**src/sv/mts_pkg.sv**
```systemverilog
// Shared types, codes and sizes for the min-tracking stack.
// No dependencies; every other file refers to it by scoped names.
`timescale 1ns / 1ps
`default_nettype none

package mts_pkg;

    localparam int DEPTH  = 1024;
    localparam int ADDR_W = $clog2(DEPTH);
    localparam int CNT_W  = $clog2(DEPTH + 1);
    localparam int CAP_W  = 11;
    localparam int CMP_W  = (CAP_W > CNT_W) ? CAP_W : CNT_W;
    localparam int DATA_W = 32;
    localparam int WORD_W = DATA_W + 2;
    localparam int APB_AW = 3;

    localparam logic signed [DATA_W-1:0] MIN_RESET = DATA_W'(9999);
    localparam logic [CAP_W-1:0]         CAP_RESET = CAP_W'(1024);

    typedef enum logic [1:0] {
        CMD_PUSH  = 2'd0,
        CMD_POP   = 2'd1,
        CMD_QUERY = 2'd2
    } cmd_t;

    typedef enum logic [1:0] {
        ST_DONE      = 2'd0,
        ST_PUSH_FULL = 2'd1,
        ST_POP_EMPTY = 2'd2
    } status_t;

    typedef enum logic [1:0] {
        S_IDLE = 2'b01,
        S_EXEC = 2'b10
    } state_t;

    typedef struct packed {
        logic              re;
        logic [ADDR_W-1:0] raddr;
        logic              we;
        logic [ADDR_W-1:0] waddr;
        logic [WORD_W-1:0] wdata;
    } ram_req_t;

endpackage

`default_nettype wire

```
**src/sv/mts_apb_regs.sv**
```systemverilog
// APB configuration register file holding the stack capacity.
// Depends on mts_pkg for the capacity width, reset value and address width.
`timescale 1ns / 1ps
`default_nettype none

module mts_apb_regs (
    input  wire logic                        clk,
    input  wire logic                        rst_n,
    input  wire logic                        psel,
    input  wire logic                        penable,
    input  wire logic                        pwrite,
    input  wire logic [mts_pkg::APB_AW-1:0]  paddr,
    input  wire logic [31:0]                 pwdata,
    output logic [31:0]                      prdata,
    output logic                             pready,
    output logic [mts_pkg::CAP_W-1:0]        capacity
);

    logic [mts_pkg::CAP_W-1:0] capacity_reg;
    logic                      sel_cap;

    assign sel_cap  = (paddr[mts_pkg::APB_AW-1] == 1'b0);
    assign pready   = 1'b1;
    assign capacity = capacity_reg;
    assign prdata   = sel_cap ? {{(32 - mts_pkg::CAP_W){1'b0}}, capacity_reg} : 32'd0;

    always_ff @(posedge clk or negedge rst_n)
    begin
        if (!rst_n)
        begin
            capacity_reg <= mts_pkg::CAP_RESET;
        end
        else if (psel && penable && pwrite && pready && sel_cap)
        begin
            capacity_reg <= pwdata[mts_pkg::CAP_W-1:0];
        end
    end

endmodule

`default_nettype wire

```
**config.mk**
```make
export PLATFORM = sky130hd
export DESIGN_NAME = mts_apb_regs
export DESIGN_NICKNAME = d
export VERILOG_FILES = /design/src/sv/mts_pkg.sv /design/src/sv/mts_apb_regs.sv
export SDC_FILE = /design/constraint.sdc
export NUM_CORES = 1
export LEC_CHECK = 0
export CORE_MARGIN = 2
export CORE_UTILIZATION = 50
export CTS_BUF_LIST = sky130_fd_sc_hd__clkbuf_4 sky130_fd_sc_hd__clkbuf_8 sky130_fd_sc_hd__clkbuf_16
export CTS_CLUSTER_DIAMETER = 30
export CTS_CLUSTER_SIZE = 40
export DETAILED_ROUTE_END_ITERATION = 10
export DONT_BUFFER_PORTS = 1
export SLEW_MARGIN = 20
export SYNTH_ARGS = -nofsm -noshare
export SYNTH_HDL_FRONTEND = slang
export SYNTH_SLANG_ARGS = --single-unit
```
**constraint.sdc**
```tcl
create_clock -name clk -period 2.4 [get_ports clk]
set_clock_uncertainty 0.2 [all_clocks]
set_input_delay 0.48 -clock clk [delete_from_list [all_inputs] [get_ports clk]]
set_output_delay 0.48 -clock clk [all_outputs]
set_load 0.1 [all_outputs]
```
==> Implementation_results.wiki <==
{| class="wikitable"
! Metric !! Value
|-
| Outcome || complete, no violations
|-
| Number of ports placed on the die boundary || 84
|-
| Overall die width || between 40 and 50 um
|-
| Unrepaired setup endpoints after global routing || no
|-
| Leakage power figure || approximately 0.56 nW
|-
| Number of max-capacitance violations reported || 0
|-
| Num rows || 13
|-
| CTS Buf Count || 3
|-
| Share of the core filled with cells || 0.799
|-
| Final Slew Violations || 0
|-
| Initial standard-cell utilization of the core || 0.546
|-
| Min Tclk post-route || 1.81 ns
|-
| Power per Cell Area || between 1000 and 1500 nW/um^2
|-
| Area inside the core boundary || approximately 1300 sq um
|-
| Async S/R FF share, synth || 1.00
|-
| Share of the synthesized area in the top cell type || 0.348
|-
| DR vias/cell || 4.45
|-
| Synth Warn # || 0
|-
| Final worst-path cycle share || 0.752
|-
| Predominant post-synthesis flop cell || dfrtp_1
|-
| Hold_sp || pwdata[7]
|-
| Worst skew pair latency || 0.26 ns
|-
| Most frequent cell after synthesis || buf_4
|-
| Vias || 436
|-
| DR WL/cell || 13.8 um
|-
| PostCTS Resize Cnt || 0
|-
| Global-route wire length before repair || 2.17 mm
|-
| TritonCTS clock tree || yes
|-
| Number of iterations in the first detailed-routing pass || 1
|-
| Worst R2R Start || capacity[10]
|-
| End of the worst register-to-register path || capacity[10]
|-
| Worst Hold End || capacity[7]
|-
| Syn Area/Cell || 12.0 sq um
|-
| All-Layer GR Usage || 0.165
|-
| Post-route cell area || 1050 sq um
|-
| Number of flip-flops and latches in the synthesized netlist || 11
|-
| Remaining Overflow, GRT || 0
|-
| Storage element area || around 280 sq um
|-
| Total standard cell area after synthesis || 719 sq um
|-
| Placer's final routability congestion estimate || 0.597
|-
| Number of placed cells counting well taps || 93
|-
| Worst-case register-to-register setup slack || about 1.1 ns
|-
| Arrival time reported for the critical path endpoint || 1.13 ns
|-
| WHS || 0.162 ns
|-
| Post-layout net count || 124
|-
| Placed cell areas || 1010 sq um
|-
| Starting DRT DRC Count || 0
|-
| Category of the worst setup path capture point || primary output
|-
| Count of input and output buffers || 0
|-
| H-Tree Depth || 1
|-
| Pin slew with the least headroom to its limit || 0.499 ns
|-
| Number of cells on the worst reg-to-reg path || 2
|-
| Layout Cells excl Fill || 98
|-
| Total Neg Setup Slack || 0 ns
|-
| Die footprint || about 1800 sq um
|-
| Initial antenna violation count || 0
|-
| Clock Pin Slew Worst Setup and Hold Paths || 0.07 ns
|-
| Fraction of the yosys area taken by sequential cells || 0.384
|-
| Cells after Synth || 60
|-
| Area of combinational cells with multiple inputs || a little over 400 sq um
|-
| Worst-path fanout max || 2
|-
| Critical Path Start Type || register
|-
| Number of library cell types mapped by synthesis || 11
|-
| Max FFs per register || 11
|-
| Post-layout total power || 1.35 mW
|-
| Class of the tightest hold or removal check || in2reg
|-
| Post-CTS setup buffers || 0
|-
| Hold-critical path depth || 1
|-
| Clk Tree Root Cell || clkbuf_4
|-
| Pre-CTS WS || ~0.85 ns
|-
| Maximum number of pins on one net before global-route repair || 13
|-
| Most numerous cell types in the synthesized netlist || 22 x buf_4, 10 x dfrtp_1, 10 x mux2_4, 10 x nor2b_1, 2 x conb_1
|-
| Worst-case clock buffer depth || 2
|-
| # diodes || 0
|-
| Via count of the first global-routing pass || 447
|-
| Peak ir drop on the vdd network || 0.000823 V
|-
| Highest attainable clock frequency || 554 MHz
|-
| Number of enable flip-flop cells after synthesis || 0
|-
| Critical path data required time || 1.72 ns
|-
| Count of antenna-violating nets left after detailed routing || 0
|-
| Relative area change from synthesis to final layout || 46.3%
|-
| Remaining design rule violation count || 0
|-
| Final hold vios || 0
|-
| Routed Wire Length || 1.36 mm
|-
| Fraction of layout cells with a size suffix above 1 || 0.602
|-
| Num Clock Sinks || 11
|-
| Layout filler cell count || 81
|-
| # setup viols final || 0
|-
| Worst setup path category || reg2out
|-
| Worst slew margin || 0.666
|-
| Estimated wirelength of the detail-placed design || 1.09 mm
|-
| Dominant cell type by area after synthesis || dfrtp_1
|-
| Die outline height || 41.9 um
|-
| Critical Path Source || capacity[10]
|-
| Biggest area contributors in the synthesized netlist || dfrtp_1 35%, buf_4 23%, mux2_4 21%, nor2b_1 8.7%, dfstp_2 3.7%
|-
| Final worst-path setup slack || 0.595 ns
|}
## where the power goes
part | internal (mW) | total [mW] | switching (mW)
logic | 0.245 | 0.964 | 0.719
registers | 0.229 | 0.251 | 0.0217
clock network | 0.0755 | 0.133 | 0.0576
total | 0.550 | 1.35 | 0.799
## cell type report
class / instances / area share
Multi-Input combinational cell: 45 / 0.394
Timing Repair Buffer: 23 / 0.297
Sequential cell: 11 / 0.263
Clock buffer: 4 / 0.0285
Tap cell: 15 / 0.0178
## what timing repair did
item	in CTS	in global routing
hold buffers	1	0
setup endpoints to repair	0	0
hold endpoints to repair	11	0
## placed cells by master (no fill, tap or decap)
cell / Yosys / final
conb_1: 2 / 22
buf_12: 0 / 11
buf_4: 22 / 11
nor2b_4: 0 / 10
mux2_4: 10 / 10
dfrtp_1: 10 / 10
clkbuf_4: 0 / 4
nand4b_4: 1 / 1
mux2_2: 1 / 1
and2b_2: 0 / 1
dfstp_2: 1 / 1
dlygate4sd3_1: 0 / 1
## worst max-delay path, stage by stage (launching register included)
cell,delay [ns]
dfstp_2,0.53
nor2b_4,0.16
buf_12,0.18
## worst max path at each step
stage | endpoint | slack (ns)
floorplan | prdata[0] | 0.12
global placement | capacity[3] | 0.85
detailed placement | prdata[8] | 0.85
CTS | prdata[10] | 0.58
global route | prdata[10] | 0.55
finish | prdata[10] | 0.59
## cell families (layout without fill, tap and decap cells)
family,count (synthesis),count (layout),share of synthesized area
buffers and inverters,24,27,0.250
and+or+nand+nor,12,12,0.130
muxes,11,11,0.224
DFF,11,11,0.384
other,2,22,0.0104
## routing by layer
metal | GRT usage | vias up | share of wire
li1 | - | 192 | -
met1 | 0.187 | 209 | 0.33
met2 | 0.284 | 35 | 0.55
met3 | 0.0565 | 0 | 0.12
met5 | 0 | - | 0
met4 | 0.0581 | 0 | 0
No activity file was read; power rests on OpenSTA's default activity.
