**src/sv/mts_pkg.sv**
```systemverilog
// Shared types, codes and sizes for the min-tracking stack.
// No dependencies; every other file refers to it by scoped names.
`timescale 1ns / 1ps
`default_nettype none

package mts_pkg;

    localparam int DEPTH  = 1024;
    localparam int ADDR_W = $clog2(DEPTH);
    localparam int CNT_W  = $clog2(DEPTH + 1);
    localparam int CAP_W  = 11;
    localparam int CMP_W  = (CAP_W > CNT_W) ? CAP_W : CNT_W;
    localparam int DATA_W = 32;
    localparam int WORD_W = DATA_W + 2;
    localparam int APB_AW = 3;

    localparam logic signed [DATA_W-1:0] MIN_RESET = DATA_W'(9999);
    localparam logic [CAP_W-1:0]         CAP_RESET = CAP_W'(1024);

    typedef enum logic [1:0] {
        CMD_PUSH  = 2'd0,
        CMD_POP   = 2'd1,
        CMD_QUERY = 2'd2
    } cmd_t;

    typedef enum logic [1:0] {
        ST_DONE      = 2'd0,
        ST_PUSH_FULL = 2'd1,
        ST_POP_EMPTY = 2'd2
    } status_t;

    typedef enum logic [1:0] {
        S_IDLE = 2'b01,
        S_EXEC = 2'b10
    } state_t;

    typedef struct packed {
        logic              re;
        logic [ADDR_W-1:0] raddr;
        logic              we;
        logic [ADDR_W-1:0] waddr;
        logic [WORD_W-1:0] wdata;
    } ram_req_t;

endpackage

`default_nettype wire

```
**src/sv/mts_core.sv**
```systemverilog
// Command sequencer and min-encoding datapath: read top, modify, write back.
// Depends on mts_pkg; drives mts_stack_ram through a request struct.
`timescale 1ns / 1ps
`default_nettype none

module mts_core (
    input  wire logic                               clk,
    input  wire logic                               rst_n,
    input  wire logic                               start,
    output logic                                    busy,
    input  wire logic [1:0]                         command,
    input  wire logic signed [mts_pkg::DATA_W-1:0]  value,
    input  wire logic [mts_pkg::CAP_W-1:0]          capacity,
    output mts_pkg::ram_req_t                       ram_req,
    input  wire logic [mts_pkg::WORD_W-1:0]         rd_data,
    output logic                                    done,
    output logic signed [mts_pkg::DATA_W-1:0]       popped_value,
    output logic signed [mts_pkg::DATA_W-1:0]       min_value,
    output logic                                    is_empty,
    output logic                                    is_full,
    output logic [1:0]                              status
);

    localparam int DW = mts_pkg::DATA_W;
    localparam int WW = mts_pkg::WORD_W;

    mts_pkg::state_t             state_reg, state_next;
    logic [mts_pkg::CNT_W-1:0]   count_reg, count_next;
    logic signed [DW-1:0]        min_reg, min_next;
    logic [1:0]                  cmd_reg;
    logic signed [DW-1:0]        val_reg;

    logic                        done_reg;
    logic signed [DW-1:0]        popped_reg, popped_next;
    logic                        empty_reg, full_reg, full_next;
    logic [1:0]                  status_reg, status_next;

    logic [mts_pkg::CMP_W-1:0]   eff_cap, cap_ext, depth_ext;
    logic                        full_now, accept;
    logic signed [WW-1:0]        val_w, min_w, top_w, enc_w, restore_w;

    assign accept    = start && (state_reg == mts_pkg::S_IDLE);
    assign busy      = (state_reg != mts_pkg::S_IDLE);

    assign cap_ext   = mts_pkg::CMP_W'(capacity);
    assign depth_ext = mts_pkg::CMP_W'(mts_pkg::DEPTH);
    assign eff_cap   = (cap_ext < depth_ext) ? cap_ext : depth_ext;
    assign full_now  = mts_pkg::CMP_W'(count_reg) >= eff_cap;
    assign full_next = mts_pkg::CMP_W'(count_next) >= eff_cap;

    assign val_w     = WW'(val_reg);
    assign min_w     = WW'(min_reg);
    assign top_w     = $signed(rd_data);
    assign enc_w     = (val_w <<< 1) - min_w;
    assign restore_w = (min_w <<< 1) - top_w;

    // fetch the top on accept; the sequencer holds off the next transfer meanwhile
    always_comb
    begin
        ram_req.re    = accept;
        ram_req.raddr = mts_pkg::ADDR_W'(count_reg - 1'b1);
        ram_req.we    = 1'b0;
        ram_req.waddr = mts_pkg::ADDR_W'(count_reg);
        ram_req.wdata = WW'(val_reg);
        count_next    = count_reg;
        min_next      = min_reg;
        popped_next   = '0;
        status_next   = mts_pkg::ST_DONE;
        state_next    = state_reg;

        case (state_reg)
            mts_pkg::S_IDLE:
            begin
                if (accept)
                begin
                    state_next = mts_pkg::S_EXEC;
                end
            end
            mts_pkg::S_EXEC:
            begin
                state_next = mts_pkg::S_IDLE;
                case (cmd_reg)
                    mts_pkg::CMD_PUSH:
                    begin
                        if (full_now)
                        begin
                            status_next = mts_pkg::ST_PUSH_FULL;
                        end
                        else
                        begin
                            ram_req.we = 1'b1;
                            count_next = count_reg + 1'b1;
                            if (count_reg == '0)
                            begin
                                min_next = val_reg;
                            end
                            else if (val_reg < min_reg)
                            begin
                                ram_req.wdata = enc_w;
                                min_next      = val_reg;
                            end
                        end
                    end
                    mts_pkg::CMD_POP:
                    begin
                        if (count_reg == '0)
                        begin
                            status_next = mts_pkg::ST_POP_EMPTY;
                        end
                        else
                        begin
                            count_next = count_reg - 1'b1;
                            if (top_w >= min_w)
                            begin
                                popped_next = top_w[DW-1:0];
                            end
                            else
                            begin
                                popped_next = min_reg;
                                min_next    = restore_w[DW-1:0];
                            end
                        end
                    end
                    default:
                    begin
                        status_next = mts_pkg::ST_DONE;
                    end
                endcase
            end
            default:
            begin
                state_next = mts_pkg::S_IDLE;
            end
        endcase
    end

    always_ff @(posedge clk or negedge rst_n)
    begin
        if (!rst_n)
        begin
            state_reg <= mts_pkg::S_IDLE;
            count_reg <= '0;
            min_reg   <= mts_pkg::MIN_RESET;
            done_reg  <= 1'b0;
        end
        else
        begin
            state_reg <= state_next;
            count_reg <= count_next;
            min_reg   <= min_next;
            done_reg  <= (state_reg == mts_pkg::S_EXEC);
        end
    end

    always_ff @(posedge clk)
    begin
        if (accept)
        begin
            cmd_reg <= command;
            val_reg <= value;
        end
        if (state_reg == mts_pkg::S_EXEC)
        begin
            popped_reg <= popped_next;
            empty_reg  <= (count_next == '0);
            full_reg   <= full_next;
            status_reg <= status_next;
        end
    end

    assign done         = done_reg;
    assign popped_value = popped_reg;
    assign min_value    = min_reg;
    assign is_empty     = empty_reg;
    assign is_full      = full_reg;
    assign status       = status_reg;

endmodule

`default_nettype wire

```
**config.mk**
```make
export PLATFORM = sky130hd
export DESIGN_NAME = mts_core
export DESIGN_NICKNAME = d
export VERILOG_FILES = /design/src/sv/mts_pkg.sv /design/src/sv/mts_core.sv
export SDC_FILE = /design/constraint.sdc
export NUM_CORES = 1
export LEC_CHECK = 0
export BUFFER_PORTS_ARGS = -buffer_cell sky130_fd_sc_hd__buf_2
export CAP_MARGIN = 25
export CORE_MARGIN = 2
export CORE_UTILIZATION = 57
export CTS_CLUSTER_SIZE = 14
export DETAILED_ROUTE_END_ITERATION = 6
export PLACE_DENSITY = 0.85
export SLEW_MARGIN = 15
export SYNTH_ARGS = -nofsm -noshare
export SYNTH_HDL_FRONTEND = slang
export SYNTH_SLANG_ARGS = --single-unit
```
**constraint.sdc**
```tcl
create_clock -name clk -period 5.9 [get_ports clk]
set_input_delay 0.885 -clock clk [delete_from_list [all_inputs] [get_ports clk]]
set_output_delay 0.885 -clock clk [all_outputs]
set_load 0.03 [all_outputs]
```
==> reports/qor.yml <==
worst_hold_path:
  hold_path.class: "register to register"
timing:
  tightest_slew_ns: 1.09
  rsz0062_at_grt: "no"
  period_needed_ns: 5.21
  tns_ns: 0
  slew_violations: 0
  setup_viol: 0
  slew_headroom: 0.276
  finalCritPeriodShare: 0.884
  clock_skew_ns: 0.0102
  worst_slack_ns: 0.687
  max_freq_mhz: 192
  hold_viol: 0
clock_tree:
  clock_sinks: 116
  path_clk_slew_ns: 0.05
  ctsHoldBuffers: 0
  postCtsSetupRepairBufs: 0
  htree_levels: 4
  clkLatencyLatePin_ns: 0.42
  cts_tree: "done"
  cts_buffer_depth: 2
  cts_buffers: 17
  cts_root_buf: "clkbuf_16"
  cts_resized: 0
global_routing:
  grt_pass1_vias: 9769
  grt_remaining_overflow: 0
  grt_use_total: 0.305
  grt_pass1_wl_mm: 48.7
  grt_start_max_net_pins: 65
  antenna_found_initial: 2
routing:
  top_layer_used: "met4"
  drt_iter0_drc: 808
  wire_per_inst_um: 17.7
  dr.pass1.iters: 5
  vias: 10400
  route.detailed.drc: 0
  wl_met1_mm: 13.6
  viasPerCell: 6.00
  wl_met2_mm: 14.0
  final_antenna_net_count: 0
  routed_wl_mm: 30.8
  wl_met3_mm: 2.51
synthesis:
  synth_cell_type_count: 74
  synthArstFlopShare: 0.397
  synth_edf_count: 70
  synth_seq_area_share: 0.302
  synth-seq-cells: 116
  syn_area_per_cell_um2: 8.29
  syn_nets: 1539
  ys.flop_type: "edfxtp_1"
  synthCells: 1304
  synth_area_um2: 10800
  yosys_warnings: 0
floorplan:
  die-area_um2: 20100
  die_x_um: 142
  start_util: 0.580
  core_area_um2: 18600
  rows: 50
  dieHeight_um: 142
  io_pins: 208
worst_setup_path:
  crit_required_ns: 5.02
  cpLargestDelayFamily: "compound AO/OA/AOI/OAI gates"
  cp-end-kind: "primary output"
  crit_slowest_cell: "o21ai_4"
  cp-start-kind: "register"
  path_buf_inv: 3
  critPathArrivalTime_ns: 4.33
  path_class: "register to primary output"
  path_cells: "inv_1, ha_1, nand4_1, nor4_1, o2111ai_1, a211oi_1, nor3b_1, o21ai_4, buf_4, nand2_1, o21ai_0, buf_2"
  cp_max_fo: 35
  cp_slowest_stage_delay_ns: 0.69
final_layout:
  fin_cells: 1738
  nets: 1720
  syn_to_final_growth_pct: 16.6
  final_common_cell: "buf_2"
  layout-drive-gt1-share: 0.188
  fillers: 1488
  mostFrequentLayoutCells: "buf_2 (207), ha_1 (151), a21oi_1 (133), nand2_1 (133), nor2_1 (128)"
outcome:
  outcome: "completed"
power_and_ir_drop:
  power.leakage_nw: 6.03
  power-per-cell-area_nw_per_um2: 513
  finalPower_mw: 6.48
  ir_drop_mv: 0.271
placed_design:
  routabilityCongestion: 0.936
  place_hpwl_mm: 23.9
  place_worst_setup_slack_ns: 0.509
  port_buffers: 207
  dp.cells: 1700
flow_run:
  cap_violations: 0
## cell families (layout without fill, tap and decap cells)
| group | after synthesis | count (layout) | share of synthesized area |
|---|---|---|---|
| AND/OR/NAND/NOR | 425 | 425 | 0.186 |
| AO/OA/AOI/OAI | 406 | 406 | 0.229 |
| adder cells (fa/ha/maj) | 153 | 153 | 0.178 |
| buffers and inverters | 146 | 340 | 0.0575 |
| flip-flops | 116 | 116 | 0.302 |
| XOR/XNOR | 52 | 52 | 0.0421 |
| multiplexers | 6 | 6 | 0.00567 |
| other | 0 | 6 | 0 |
## power by group
part	internal, mW	switching, mW	total, mW
Clock	0.690	0.368	1.06
Sequential	1.07	0.211	1.28
Combinational	1.52	2.63	4.14
## synth_stat cells (all sizes together), types with 5 or more instances
library cell  instances  area (um^2)
a211oi                5         37.5
a21o                 50          375
a21oi               133          666
a31oi                22          138
and2                  7         43.8
and3                 11         68.8
buf                  28          179
clkbuf               30          113
dfrtp                37          926
dfstp                 9          236
edfxtp               70         2100
ha                  151         1890
inv                  87          327
mux2i                 5         50.1
nand2               133          499
nand2b               20          125
nand3                29          145
nand4                18          113
nor2                130          498
nor2b                16          100
nor3                 26          141
nor3b                 5         37.5
nor4                  8         62.6
o211ai               11         82.6
o21a                 12         90.1
o21ai               107          539
o21bai               10         75.1
o22ai                 5         31.3
or2                   5         31.3
or3                   5         31.3
xnor2                28          245
xor2                 24          210
## cell type report
type                            instances  area, um^2  share of cell area
Antenna cell                            6        15.0             0.00119
Timing Repair Buffer                  220        1150              0.0908
Multi-Input combinational cell       1042        6970               0.552
Clock inverter                         11         131              0.0104
Sequential cell                       116        3260               0.259
Tap cell                              234         293              0.0232
Clock buffer                           21         470              0.0373
Inverter                               88         330              0.0262
## worst reg2reg max path, cell delays in order (launching register included)
cell and delay [ns]:
dfrtp_1 0.51, inv_1 0.22, ha_1 0.33, nand2b_1 0.14, a21o_1 0.17, a21oi_1 0.19
a2bb2oi_1 0.19, a31oi_1 0.16, a211o_1 0.42, xnor2_1 0.25, ha_1 0.27, nand2b_1 0.14
a21o_1 0.18, a21o_1 0.17, a21o_1 0.17, a21o_1 0.18, a21o_1 0.17, a211oi_1 0.26
o21bai_1 0.09, a21o_1 0.17, a21o_1 0.16
## metrics by stage
step / hold slack (ns) / instance area (um^2) / util
finish: 0.527 / 12600 / 0.677
CTS: 0.520 / 12600 / 0.676
floorplan: 0.548 / 10800 / -
global placement: 0.510 / 12000 / 0.644
global route: 0.547 / 12600 / 0.676
detailed placement: 0.513 / 12000 / 0.644
## routing by layer
metal	track usage	vias to the layer above
li1	-	5105
met4	0.108	0
met2	0.489	480
met1	0.422	4793
met5	0	-
met3	0.0456	52
## worst paths after layout
check	cells after the start	startpoint	endpoint	slack [ns]
setup / recovery	12	min_value[23]$_DFFE_PN0P_	ram_req[18]	0.69
hold / removal	2	min_value[13]$_DFFE_PN1P_	min_value[13]$_DFFE_PN1P_	0.53
setup reg to reg	20	count_reg[0]$_DFF_PN0_	is_full$_DFFE_PP_	1.12
hold reg to reg	2	min_value[13]$_DFFE_PN1P_	min_value[13]$_DFFE_PN1P_	0.53
max in group asynchronous	2	rst_n	min_value[23]$_DFFE_PN0P_	4.85
min in group asynchronous	2	rst_n	done$_DFF_PN0_	0.58
(Power assumes the default switching activity.)
